### src/hdl/dmre_pkg.sv
package dmre_pkg;

    // Field widths.
    localparam int DIGEST_W   = 64;
    localparam int OFFSET_W   = 48;
    localparam int BYTES_W    = 24;
    localparam int LEN_W      = 15;
    localparam int POS_W      = 32;

    // Configuration port.
    localparam int CFG_IDX_W  = 2;
    localparam int CFG_DATA_W = 48;
    localparam logic [CFG_IDX_W-1:0] REG_BASE_OFFSET  = 2'd0;
    localparam logic [CFG_IDX_W-1:0] REG_REGION_BYTES = 2'd1;

    // Queue depths between the parts of the block.
    localparam int MID_DEPTH  = 2;
    localparam int OUT_DEPTH  = 2;

    // Parameter defaults.
    localparam int SEGMENT_BYTES_DEF = 4096;
    localparam int SECTOR_SHIFT_DEF  = 9;

    localparam logic [LEN_W-1:0] LEN_MAX = {LEN_W{1'b1}};

    // One classified input beat.
    typedef struct packed {
        logic differ;
        logic last;
    } t_cls;

    // One result beat.
    typedef struct packed {
        logic [OFFSET_W-1:0] run_offset_sectors;
        logic [LEN_W-1:0]    run_length_sectors;
        logic [BYTES_W-1:0]  dirty_bytes_total;
        logic                final_flush;
    } t_run;

endpackage

### src/hdl/dmre_queue.sv
module dmre_queue #(
    parameter int WIDTH = 2,
    parameter int DEPTH = 2
) (
    input  logic             i_clk,
    input  logic             i_rst_n,
    input  logic             i_push,
    input  logic [WIDTH-1:0] i_data,
    output logic             o_full,
    input  logic             i_pop,
    output logic [WIDTH-1:0] o_data,
    output logic             o_empty
);

    localparam int PTR_W = (DEPTH > 1) ? $clog2(DEPTH) : 1;
    localparam int CNT_W = $clog2(DEPTH + 1);

    logic [WIDTH-1:0] r_mem [DEPTH];
    logic [PTR_W-1:0] r_wr_ptr, n_wr_ptr;
    logic [PTR_W-1:0] r_rd_ptr, n_rd_ptr;
    logic [CNT_W-1:0] r_count, n_count;
    logic             do_push;
    logic             do_pop;

    assign o_full  = (r_count == CNT_W'(DEPTH));
    assign o_empty = (r_count == '0);
    assign do_push = i_push && !o_full;
    assign do_pop  = i_pop && !o_empty;
    assign o_data  = r_mem[r_rd_ptr];

    // Pointer and fill count updates.
    always_comb begin
        n_wr_ptr = r_wr_ptr;
        n_rd_ptr = r_rd_ptr;
        n_count  = r_count;
        if (do_push) begin
            n_wr_ptr = (r_wr_ptr == PTR_W'(DEPTH - 1)) ? '0 : r_wr_ptr + 1'b1;
        end
        if (do_pop) begin
            n_rd_ptr = (r_rd_ptr == PTR_W'(DEPTH - 1)) ? '0 : r_rd_ptr + 1'b1;
        end
        if (do_push && !do_pop) begin
            n_count = r_count + 1'b1;
        end else if (do_pop && !do_push) begin
            n_count = r_count - 1'b1;
        end
    end

    always_ff @(posedge i_clk) begin
        if (!i_rst_n) begin
            r_wr_ptr <= '0;
            r_rd_ptr <= '0;
            r_count  <= '0;
        end else begin
            r_wr_ptr <= n_wr_ptr;
            r_rd_ptr <= n_rd_ptr;
            r_count  <= n_count;
        end
    end

    // Storage needs no reset.
    always_ff @(posedge i_clk) begin
        if (do_push) begin
            r_mem[r_wr_ptr] <= i_data;
        end
    end

endmodule

### src/hdl/dmre_front.sv
module dmre_front
    import dmre_pkg::*;
(
    input  logic [DIGEST_W-1:0] i_local_digest_hi,
    input  logic [DIGEST_W-1:0] i_local_digest_lo,
    input  logic [DIGEST_W-1:0] i_remote_digest_hi,
    input  logic [DIGEST_W-1:0] i_remote_digest_lo,
    input  logic                i_last_segment,
    output t_cls                o_cls
);

    // A segment is dirty when any bit of the two 128-bit digests differs.
    always_comb begin
        o_cls.differ = (i_local_digest_hi != i_remote_digest_hi) ||
                       (i_local_digest_lo != i_remote_digest_lo);
        o_cls.last   = i_last_segment;
    end

endmodule

### src/hdl/dmre_back.sv
module dmre_back
    import dmre_pkg::*;
#(
    parameter int SEGMENT_BYTES = SEGMENT_BYTES_DEF,
    parameter int SECTOR_SHIFT  = SECTOR_SHIFT_DEF
) (
    input  logic                  i_clk,
    input  logic                  i_rst_n,
    input  logic                  i_cfg_we,
    input  logic [CFG_IDX_W-1:0]  i_cfg_idx,
    input  logic [CFG_DATA_W-1:0] i_cfg_data,
    input  logic                  i_valid,
    input  t_cls                  i_cls,
    output logic                  o_take,
    input  logic                  i_out_full,
    output logic                  o_out_push,
    output t_run                  o_out_data
);

    logic [OFFSET_W-1:0] r_base_offset;
    logic [BYTES_W-1:0]  r_region_bytes;
    logic [BYTES_W-1:0]  r_bytes_remaining, n_bytes_remaining;
    logic [BYTES_W-1:0]  r_run_bytes, n_run_bytes;
    logic [OFFSET_W-1:0] r_run_start, n_run_start;
    logic [POS_W-1:0]    r_segment_byte_pos, n_segment_byte_pos;
    logic [BYTES_W-1:0]  r_dirty_total, n_dirty_total;

    logic [BYTES_W-1:0]  seg;
    logic [BYTES_W-1:0]  run_add;
    logic [BYTES_W-1:0]  emit_bytes;
    logic [BYTES_W-1:0]  dirty_new;
    logic [BYTES_W-1:0]  len_full;
    logic [POS_W-1:0]    end_pos;
    logic                emit_match;
    logic                emit_last;
    logic                emit;
    logic                cfg_hit;

    function automatic logic [BYTES_W-1:0] sat_add(input logic [BYTES_W-1:0] a,
                                                   input logic [BYTES_W-1:0] b);
        logic [BYTES_W:0] sum;
        sum = {1'b0, a} + {1'b0, b};
        return sum[BYTES_W] ? {BYTES_W{1'b1}} : sum[BYTES_W-1:0];
    endfunction

    assign o_take  = i_valid && !i_out_full;
    assign cfg_hit = i_cfg_we &&
                     ((i_cfg_idx == REG_BASE_OFFSET) || (i_cfg_idx == REG_REGION_BYTES));

    // Segment coverage, run growth and emit decision for the beat at the head.
    always_comb begin
        seg = (r_bytes_remaining < BYTES_W'(SEGMENT_BYTES)) ?
              r_bytes_remaining : BYTES_W'(SEGMENT_BYTES);
        run_add    = sat_add(r_run_bytes, seg);
        emit_match = !i_cls.differ && (r_run_bytes != '0);
        emit_last  = i_cls.last && i_cls.differ && (run_add != '0);
        emit       = emit_match || emit_last;
        emit_bytes = i_cls.differ ? run_add : r_run_bytes;
        dirty_new  = sat_add(r_dirty_total, emit_bytes);
        len_full   = emit_bytes >> SECTOR_SHIFT;
        end_pos    = r_segment_byte_pos + POS_W'(seg);
    end

    // Result beat.
    always_comb begin
        o_out_push                    = o_take && emit;
        o_out_data.run_offset_sectors = r_run_start;
        o_out_data.run_length_sectors = (len_full > BYTES_W'(LEN_MAX)) ?
                                        LEN_MAX : len_full[LEN_W-1:0];
        o_out_data.dirty_bytes_total  = dirty_new;
        o_out_data.final_flush        = emit_last;
    end

    // Next region state.
    always_comb begin
        n_bytes_remaining  = r_bytes_remaining;
        n_run_bytes        = r_run_bytes;
        n_run_start        = r_run_start;
        n_segment_byte_pos = r_segment_byte_pos;
        n_dirty_total      = r_dirty_total;
        if (cfg_hit) begin
            // A register write restarts the region with the new values.
            n_bytes_remaining  = (i_cfg_idx == REG_REGION_BYTES) ?
                                 i_cfg_data[BYTES_W-1:0] : r_region_bytes;
            n_run_start        = (i_cfg_idx == REG_BASE_OFFSET) ?
                                 i_cfg_data[OFFSET_W-1:0] : r_base_offset;
            n_run_bytes        = '0;
            n_segment_byte_pos = '0;
            n_dirty_total      = '0;
        end else if (o_take) begin
            if (i_cls.last) begin
                n_bytes_remaining  = r_region_bytes;
                n_run_start        = r_base_offset;
                n_run_bytes        = '0;
                n_segment_byte_pos = '0;
                n_dirty_total      = '0;
            end else begin
                n_bytes_remaining  = r_bytes_remaining - seg;
                n_segment_byte_pos = r_segment_byte_pos + POS_W'(SEGMENT_BYTES);
                n_run_bytes        = i_cls.differ ? run_add : '0;
                n_dirty_total      = emit ? dirty_new : r_dirty_total;
                if (!i_cls.differ) begin
                    // The next run can start no earlier than past this clean segment.
                    n_run_start = r_base_offset +
                                  OFFSET_W'(end_pos >> SECTOR_SHIFT);
                end
            end
        end
    end

    always_ff @(posedge i_clk) begin
        if (!i_rst_n) begin
            r_base_offset      <= '0;
            r_region_bytes     <= '0;
            r_bytes_remaining  <= '0;
            r_run_bytes        <= '0;
            r_run_start        <= '0;
            r_segment_byte_pos <= '0;
            r_dirty_total      <= '0;
        end else begin
            if (i_cfg_we && (i_cfg_idx == REG_BASE_OFFSET)) begin
                r_base_offset <= i_cfg_data[OFFSET_W-1:0];
            end
            if (i_cfg_we && (i_cfg_idx == REG_REGION_BYTES)) begin
                r_region_bytes <= i_cfg_data[BYTES_W-1:0];
            end
            r_bytes_remaining  <= n_bytes_remaining;
            r_run_bytes        <= n_run_bytes;
            r_run_start        <= n_run_start;
            r_segment_byte_pos <= n_segment_byte_pos;
            r_dirty_total      <= n_dirty_total;
        end
    end

endmodule

### src/hdl/digest_mismatch_run_extractor.sv
// Digest mismatch run extractor.
// Input channel (push/full): one beat per segment, carrying the local and
// remote 128-bit digests and a last-segment flag. A beat is taken when push
// is high and full is low. Output channel (empty/pop): one beat per dirty run
// with its start sector, length in sectors, the running dirty byte total and
// a flag telling whether the end of the region closed it.
// A result caused by a segment is registered in the front queue, then in the
// output queue, before it shows on the output. Throughput is one segment per
// cycle, set by the back end's region update, while the output queue is not
// full. The configuration port writes the region base and length; each write
// restarts the region. The user must issue writes only while the block is idle;
// the block does not enforce this. Reset clears both queues and all region state
// and registers to zero. When pop stays low, the two-entry output queue fills, the
// back end stops, then the two-entry queue in front of it fills and full goes high.
module digest_mismatch_run_extractor
    import dmre_pkg::*;
#(
    parameter int SEGMENT_BYTES = SEGMENT_BYTES_DEF,
    parameter int SECTOR_SHIFT  = SECTOR_SHIFT_DEF
) (
    input  logic                  i_clk,
    input  logic                  i_rst_n,
    input  logic                  i_cfg_we,
    input  logic [CFG_IDX_W-1:0]  i_cfg_idx,
    input  logic [CFG_DATA_W-1:0] i_cfg_data,
    input  logic                  push,
    output logic                  full,
    input  logic [DIGEST_W-1:0]   i_local_digest_hi,
    input  logic [DIGEST_W-1:0]   i_local_digest_lo,
    input  logic [DIGEST_W-1:0]   i_remote_digest_hi,
    input  logic [DIGEST_W-1:0]   i_remote_digest_lo,
    input  logic                  i_last_segment,
    output logic                  empty,
    input  logic                  pop,
    output logic [OFFSET_W-1:0]   o_run_offset_sectors,
    output logic [LEN_W-1:0]      o_run_length_sectors,
    output logic [BYTES_W-1:0]    o_dirty_bytes_total,
    output logic                  o_final_flush
);

    t_cls cls_in;
    t_cls cls_head;
    logic mid_empty;
    logic back_take;
    logic out_full;
    logic out_push;
    t_run out_data;
    t_run out_head;

    // Front end: classify each segment beat.
    dmre_front u_front (
        .i_local_digest_hi  (i_local_digest_hi),
        .i_local_digest_lo  (i_local_digest_lo),
        .i_remote_digest_hi (i_remote_digest_hi),
        .i_remote_digest_lo (i_remote_digest_lo),
        .i_last_segment     (i_last_segment),
        .o_cls              (cls_in)
    );

    // Queue between front end and back end.
    dmre_queue #(
        .WIDTH ($bits(t_cls)),
        .DEPTH (MID_DEPTH)
    ) u_mid_queue (
        .i_clk   (i_clk),
        .i_rst_n (i_rst_n),
        .i_push  (push),
        .i_data  (cls_in),
        .o_full  (full),
        .i_pop   (back_take),
        .o_data  (cls_head),
        .o_empty (mid_empty)
    );

    // Back end: region state and run emission.
    dmre_back #(
        .SEGMENT_BYTES (SEGMENT_BYTES),
        .SECTOR_SHIFT  (SECTOR_SHIFT)
    ) u_back (
        .i_clk      (i_clk),
        .i_rst_n    (i_rst_n),
        .i_cfg_we   (i_cfg_we),
        .i_cfg_idx  (i_cfg_idx),
        .i_cfg_data (i_cfg_data),
        .i_valid    (!mid_empty),
        .i_cls      (cls_head),
        .o_take     (back_take),
        .i_out_full (out_full),
        .o_out_push (out_push),
        .o_out_data (out_data)
    );

    // Result queue toward the consumer.
    dmre_queue #(
        .WIDTH ($bits(t_run)),
        .DEPTH (OUT_DEPTH)
    ) u_out_queue (
        .i_clk   (i_clk),
        .i_rst_n (i_rst_n),
        .i_push  (out_push),
        .i_data  (out_data),
        .o_full  (out_full),
        .i_pop   (pop),
        .o_data  (out_head),
        .o_empty (empty)
    );

    assign o_run_offset_sectors = out_head.run_offset_sectors;
    assign o_run_length_sectors = out_head.run_length_sectors;
    assign o_dirty_bytes_total  = out_head.dirty_bytes_total;
    assign o_final_flush        = out_head.final_flush;

endmodule

### config.mk
export PLATFORM = sky130hd
export DESIGN_NAME = digest_mismatch_run_extractor
export DESIGN_NICKNAME = d
export VERILOG_FILES = /design/src/hdl/dmre_pkg.sv /design/src/hdl/dmre_queue.sv /design/src/hdl/dmre_front.sv /design/src/hdl/dmre_back.sv /design/src/hdl/digest_mismatch_run_extractor.sv
export SDC_FILE = /design/constraint.sdc
export NUM_CORES = 1
export LEC_CHECK = 0
export BUFFER_PORTS_ARGS = -buffer_cell sky130_fd_sc_hd__buf_4
export CAP_MARGIN = 25
export CORE_ASPECT_RATIO = 1.4
export CORE_MARGIN = 4
export CORE_UTILIZATION = 40
export CTS_BUF_LIST = sky130_fd_sc_hd__clkbuf_4 sky130_fd_sc_hd__clkbuf_8
export DETAILED_ROUTE_END_ITERATION = 12
export SETUP_SLACK_MARGIN = 0.1
export SLEW_MARGIN = 20
export SYNTH_ARGS = -nofsm -noshare
export SYNTH_HDL_FRONTEND = slang
export SYNTH_SLANG_ARGS = --single-unit
### constraint.sdc
create_clock -name i_clk -period 8.7 [get_ports i_clk]
set_input_delay 0.435 -clock i_clk [delete_from_list [all_inputs] [get_ports i_clk]]
set_output_delay 0.435 -clock i_clk [all_outputs]
set_load 0.02 [all_outputs]
==> flow_metrics.tcl <==
set metrics [dict create \
    outcome "finished clean" \
    cp_top_family "compound AO/OA/AOI/OAI gates" \
    cp-end-kind "flop" \
    ys_seq_area_share_pct 42.4 \
    grt_pass1_wl_mm 118 \
    drt_iter0_markers 1404 \
    die_h_um 293 \
    critPathLaunchType "flop" \
    synthesis.area_um2 23200 \
    slew_violations 0 \
    grt_overflow_total 0 \
    synth_edf_count 180 \
    fin_crit_sh_pct 88.0 \
    path_buf_inv 4 \
    grt_setup_unrepaired "no" \
    power_density_nw_per_um2 243 \
    p_leak_nw 11.8 \
    p_comb_share_pct 37.5 \
    design_area_um2 28900 \
    worstMarginPinSlew_ns 1.02 \
    pin_count 402 \
    die_w_um 212 \
    cp_common_cell "a21o_1" \
    switching_share_pct 37.1 \
    io_buffers 401 \
    r2r-end "u_back.r_dirty_total[2]$_SDFFE_PP0P_" \
    start_util_pct 40.4 \
    cts_root_buf "clkbuf_8" \
    synth_compound_area_share_pct 18.3 \
    synth-seq-cells 402 \
    min_path_cells 3 \
    synthArstFlopShare_pct 0 \
    synth_top_family_by_area "compound AO/OA/AOI/OAI gates" \
    fillers 5430 \
    grt_usage_pct 24.1 \
    path_max_fanout 26 \
    setup_violations 0 \
    cts_inserted_buffers 66 \
    drive_gt1_share_pct 23.5 \
    p_seq_share_pct 36.7 \
    max_stage_delay_ns 0.63 \
    core-area_um2 57500 \
    required_ns 9.24 \
    slew_headroom_pct 31.5 \
    yosys.area.top_type "edfxtp_1" \
    cts_tree "done" \
    timing.hold.ws_ns 0.0619 \
    drc 0 \
    finalCriticalPeriod_ns 7.66 \
    yosys-top-cells-count "nand2_1 (289), a21oi_1 (273), dfxtp_1 (222)" \
    layout.nets 3311 \
    yosysWarnings 0 \
    drv_cap 0 \
    slowest_stage "or4_4" \
    hold_path_end "u_back.r_region_bytes[11]$_SDFFE_PN0P_" \
    route.detailed.wl_per_inst_um 20.8 \
    die_area_um2 62000 \
    p_switching_mw 2.60 \
    area_growth_pct 24.3 \
    place_area_um2 27100 \
    internal_power_mw 4.42 \
    syn_avg_cell_area_um2 9.30 \
    min_from "i_cfg_data[11]" \
    synth-xor-area-share_pct 8.90 \
    muxShareOfSynthArea_pct 6.95 \
    synth_flop_cell "dfxtp_1" \
    grt_max_degree 90 \
    cts.sinks 402 \
    yosysMostFrequentCell "nand2_1" \
    first_global_vias 20837 \
    hold_violations 0 \
    netlist.area_leader.share_pct 23.3 \
    cts_setup_buffers 0 \
    ctsLongestPathBuffers 3 \
    wl_mm 77.0 \
    ir_worst_vdd_uv 113 \
    rr_startpoint "u_back.r_bytes_remaining[16]$_SDFFE_PN0P_" \
    num_vias 20434 \
    reg2reg_setup_slack_ns 1.04 \
    fmax_mhz 131 \
    critPathKind "reg2reg" \
    cts-htree-levels 3 \
    worst_clock_skew_ns 0.0359 \
    arrival_ns 8.20 \
    yosys.area_share.simple_pct 15.5 \
    clkPwrFrac_pct 25.9 \
    via_per_inst 5.51 \
    synth_fa_ha_area_share_pct 4.88 \
    clk_latency_ns 0.67 \
    hpwl_mm 57.2 \
    path_clk_slew_ns 0.06 \
    netlist-cell-type-count 81 \
    antenna_found_initial 1 \
    synth_cells 2497 \
    ant_nets 0 \
    hp-class "in2reg" \
    rows 104 \
    rr_worst_depth 27 \
    first_pass_iters 6 \
    gp_congestion 0.910 \
    cp_num_cells 27 \
    yosys-top-cells-area "edfxtp_1 (23%), dfxtp_1 (19%), a21oi_1 (5.9%), xor2_1 (5.4%), mux2_2 (4.8%)" \
]
[power groups by stage]
stage	logic [mW]	registers, mW	clock network [mW]
4_1_cts	2.66	2.57	1.87
3_5_place_dp	2.63	2.61	0
2_1_floorplan	1.70	2.51	0
5_1_grt	2.85	2.61	1.96
6_report	2.63	2.57	1.82
3_3_place_gp	2.61	2.59	0
[final cells by class]
type / count / area (um^2) / area share [%]
Clock buffer: 94 / 1180 / 4.09
Antenna cell: 1 / 2.50 / 0.00867
Clock inverter: 26 / 268 / 0.927
Sequential cell: 402 / 9850 / 34.1
Inverter: 37 / 141 / 0.490
Multi-Input combinational cell: 1933 / 12800 / 44.4
Timing Repair Buffer: 472 / 3680 / 12.7
Tap cell: 742 / 928 / 3.22
[sequential cells by signal, summed over array words and instances (netlist names), 20 cells and up, named ones only]
signal,count
u_back.r_base_offset,48
u_back.r_bytes_remaining,24
u_back.r_dirty_total,24
u_back.r_region_bytes,24
u_back.r_run_bytes,24
u_back.r_run_start,48
u_back.r_segment_byte_pos,20
u_out_queue.r_mem,176
[logic make-up after synthesis]
group                      Yosys count
AOI/OAI and AO/OA                  672
xor gates and xnor gates           236
adders and majority gates           90
buffers and inverters              183
DFF                                402
muxes                              149
other                                2
and+or+nand+nor                    763
[worst reg2reg max path, cell delays in order (launching register included)]
cell and delay (ns):
dfxtp_1 0.38, or4_4 0.63, nor4_4 0.44, buf_4 0.34, and2_1 0.18, ha_1 0.29
a21o_1 0.26, a21o_1 0.19, a21o_1 0.23, o31ai_2 0.53, o21ai_1 0.32, nor2_1 0.15
a21oi_1 0.08, ha_1 0.25, inv_1 0.08, fa_1 0.18, nor2b_1 0.06, o21ai_0 0.20
a21boi_0 0.18, o31a_1 0.31, o41ai_2 0.42, o31ai_1 0.19, o31ai_1 0.29, a31oi_1 0.12
buf_4 0.17, inv_1 0.47, o21ai_0 0.32, a22o_1 0.27
[metal layers]
layer	track usage (%)	wire (um)	vias up
met5	0	0	-
met2	44.0	40200	620
li1	-	-	9970
met1	28.6	30500	9730
met4	9.35	2680	0
met3	3.27	3610	114
[stage by stage]
step,utilization (%),power (mW),setup slack [ns],cells,setup TNS [ns]
finish,50.2,7.02,1.04,3707,0
global route,50.2,7.42,0.395,3707,0
CTS,50.2,7.10,0.717,3705,0
detailed placement,47.0,5.24,0.813,3551,0
global placement,47.0,5.20,0.996,3550,0
floorplan,-,4.21,-0.0362,2518,-6.38
[what timing repair did]
action,CTS,global route
hold buffers,34,0
endpoints found under the setup margin,0,1
resized for setup,0,1
hold endpoints to repair,37,0
[worst max path at each step]
stage	startpoint	to	slack [ns]
6_report	u_back.r_bytes_remaining[16]$_SDFFE_PN0P_	u_back.r_dirty_total[2]$_SDFFE_PP0P_	1.04
5_1_grt	u_back.r_bytes_remaining[16]$_SDFFE_PN0P_	u_back.r_dirty_total[2]$_SDFFE_PP0P_	0.40
4_1_cts	u_back.r_bytes_remaining[16]$_SDFFE_PN0P_	u_back.r_dirty_total[2]$_SDFFE_PP0P_	0.72
3_5_place_dp	u_back.r_bytes_remaining[16]$_SDFFE_PN0P_	u_back.r_dirty_total[2]$_SDFFE_PP0P_	0.81
3_3_place_gp	u_back.r_bytes_remaining[16]$_SDFFE_PN0P_	u_back.r_dirty_total[2]$_SDFFE_PP0P_	1.0
2_1_floorplan	u_back.r_bytes_remaining[16]$_SDFFE_PN0P_	u_out_queue.r_mem[0][0]$_DFFE_PP_	-0.04
[cells in the final DEF (no fill, tap or decap), types with 42 or more instances in the layout]
cell type  count
buf_4        433
nand2_1      289
a21oi_1      272
dfxtp_1      221
nor2_1       191
edfxtp_1     180
xor2_1       143
o21ai_0      100
mux2_2        99
xnor2_1       93
ha_1          85
clkbuf_8      76
a211oi_1      50
mux2i_1       49
nor4_1        42
Power figures use the tool's default switching activity.
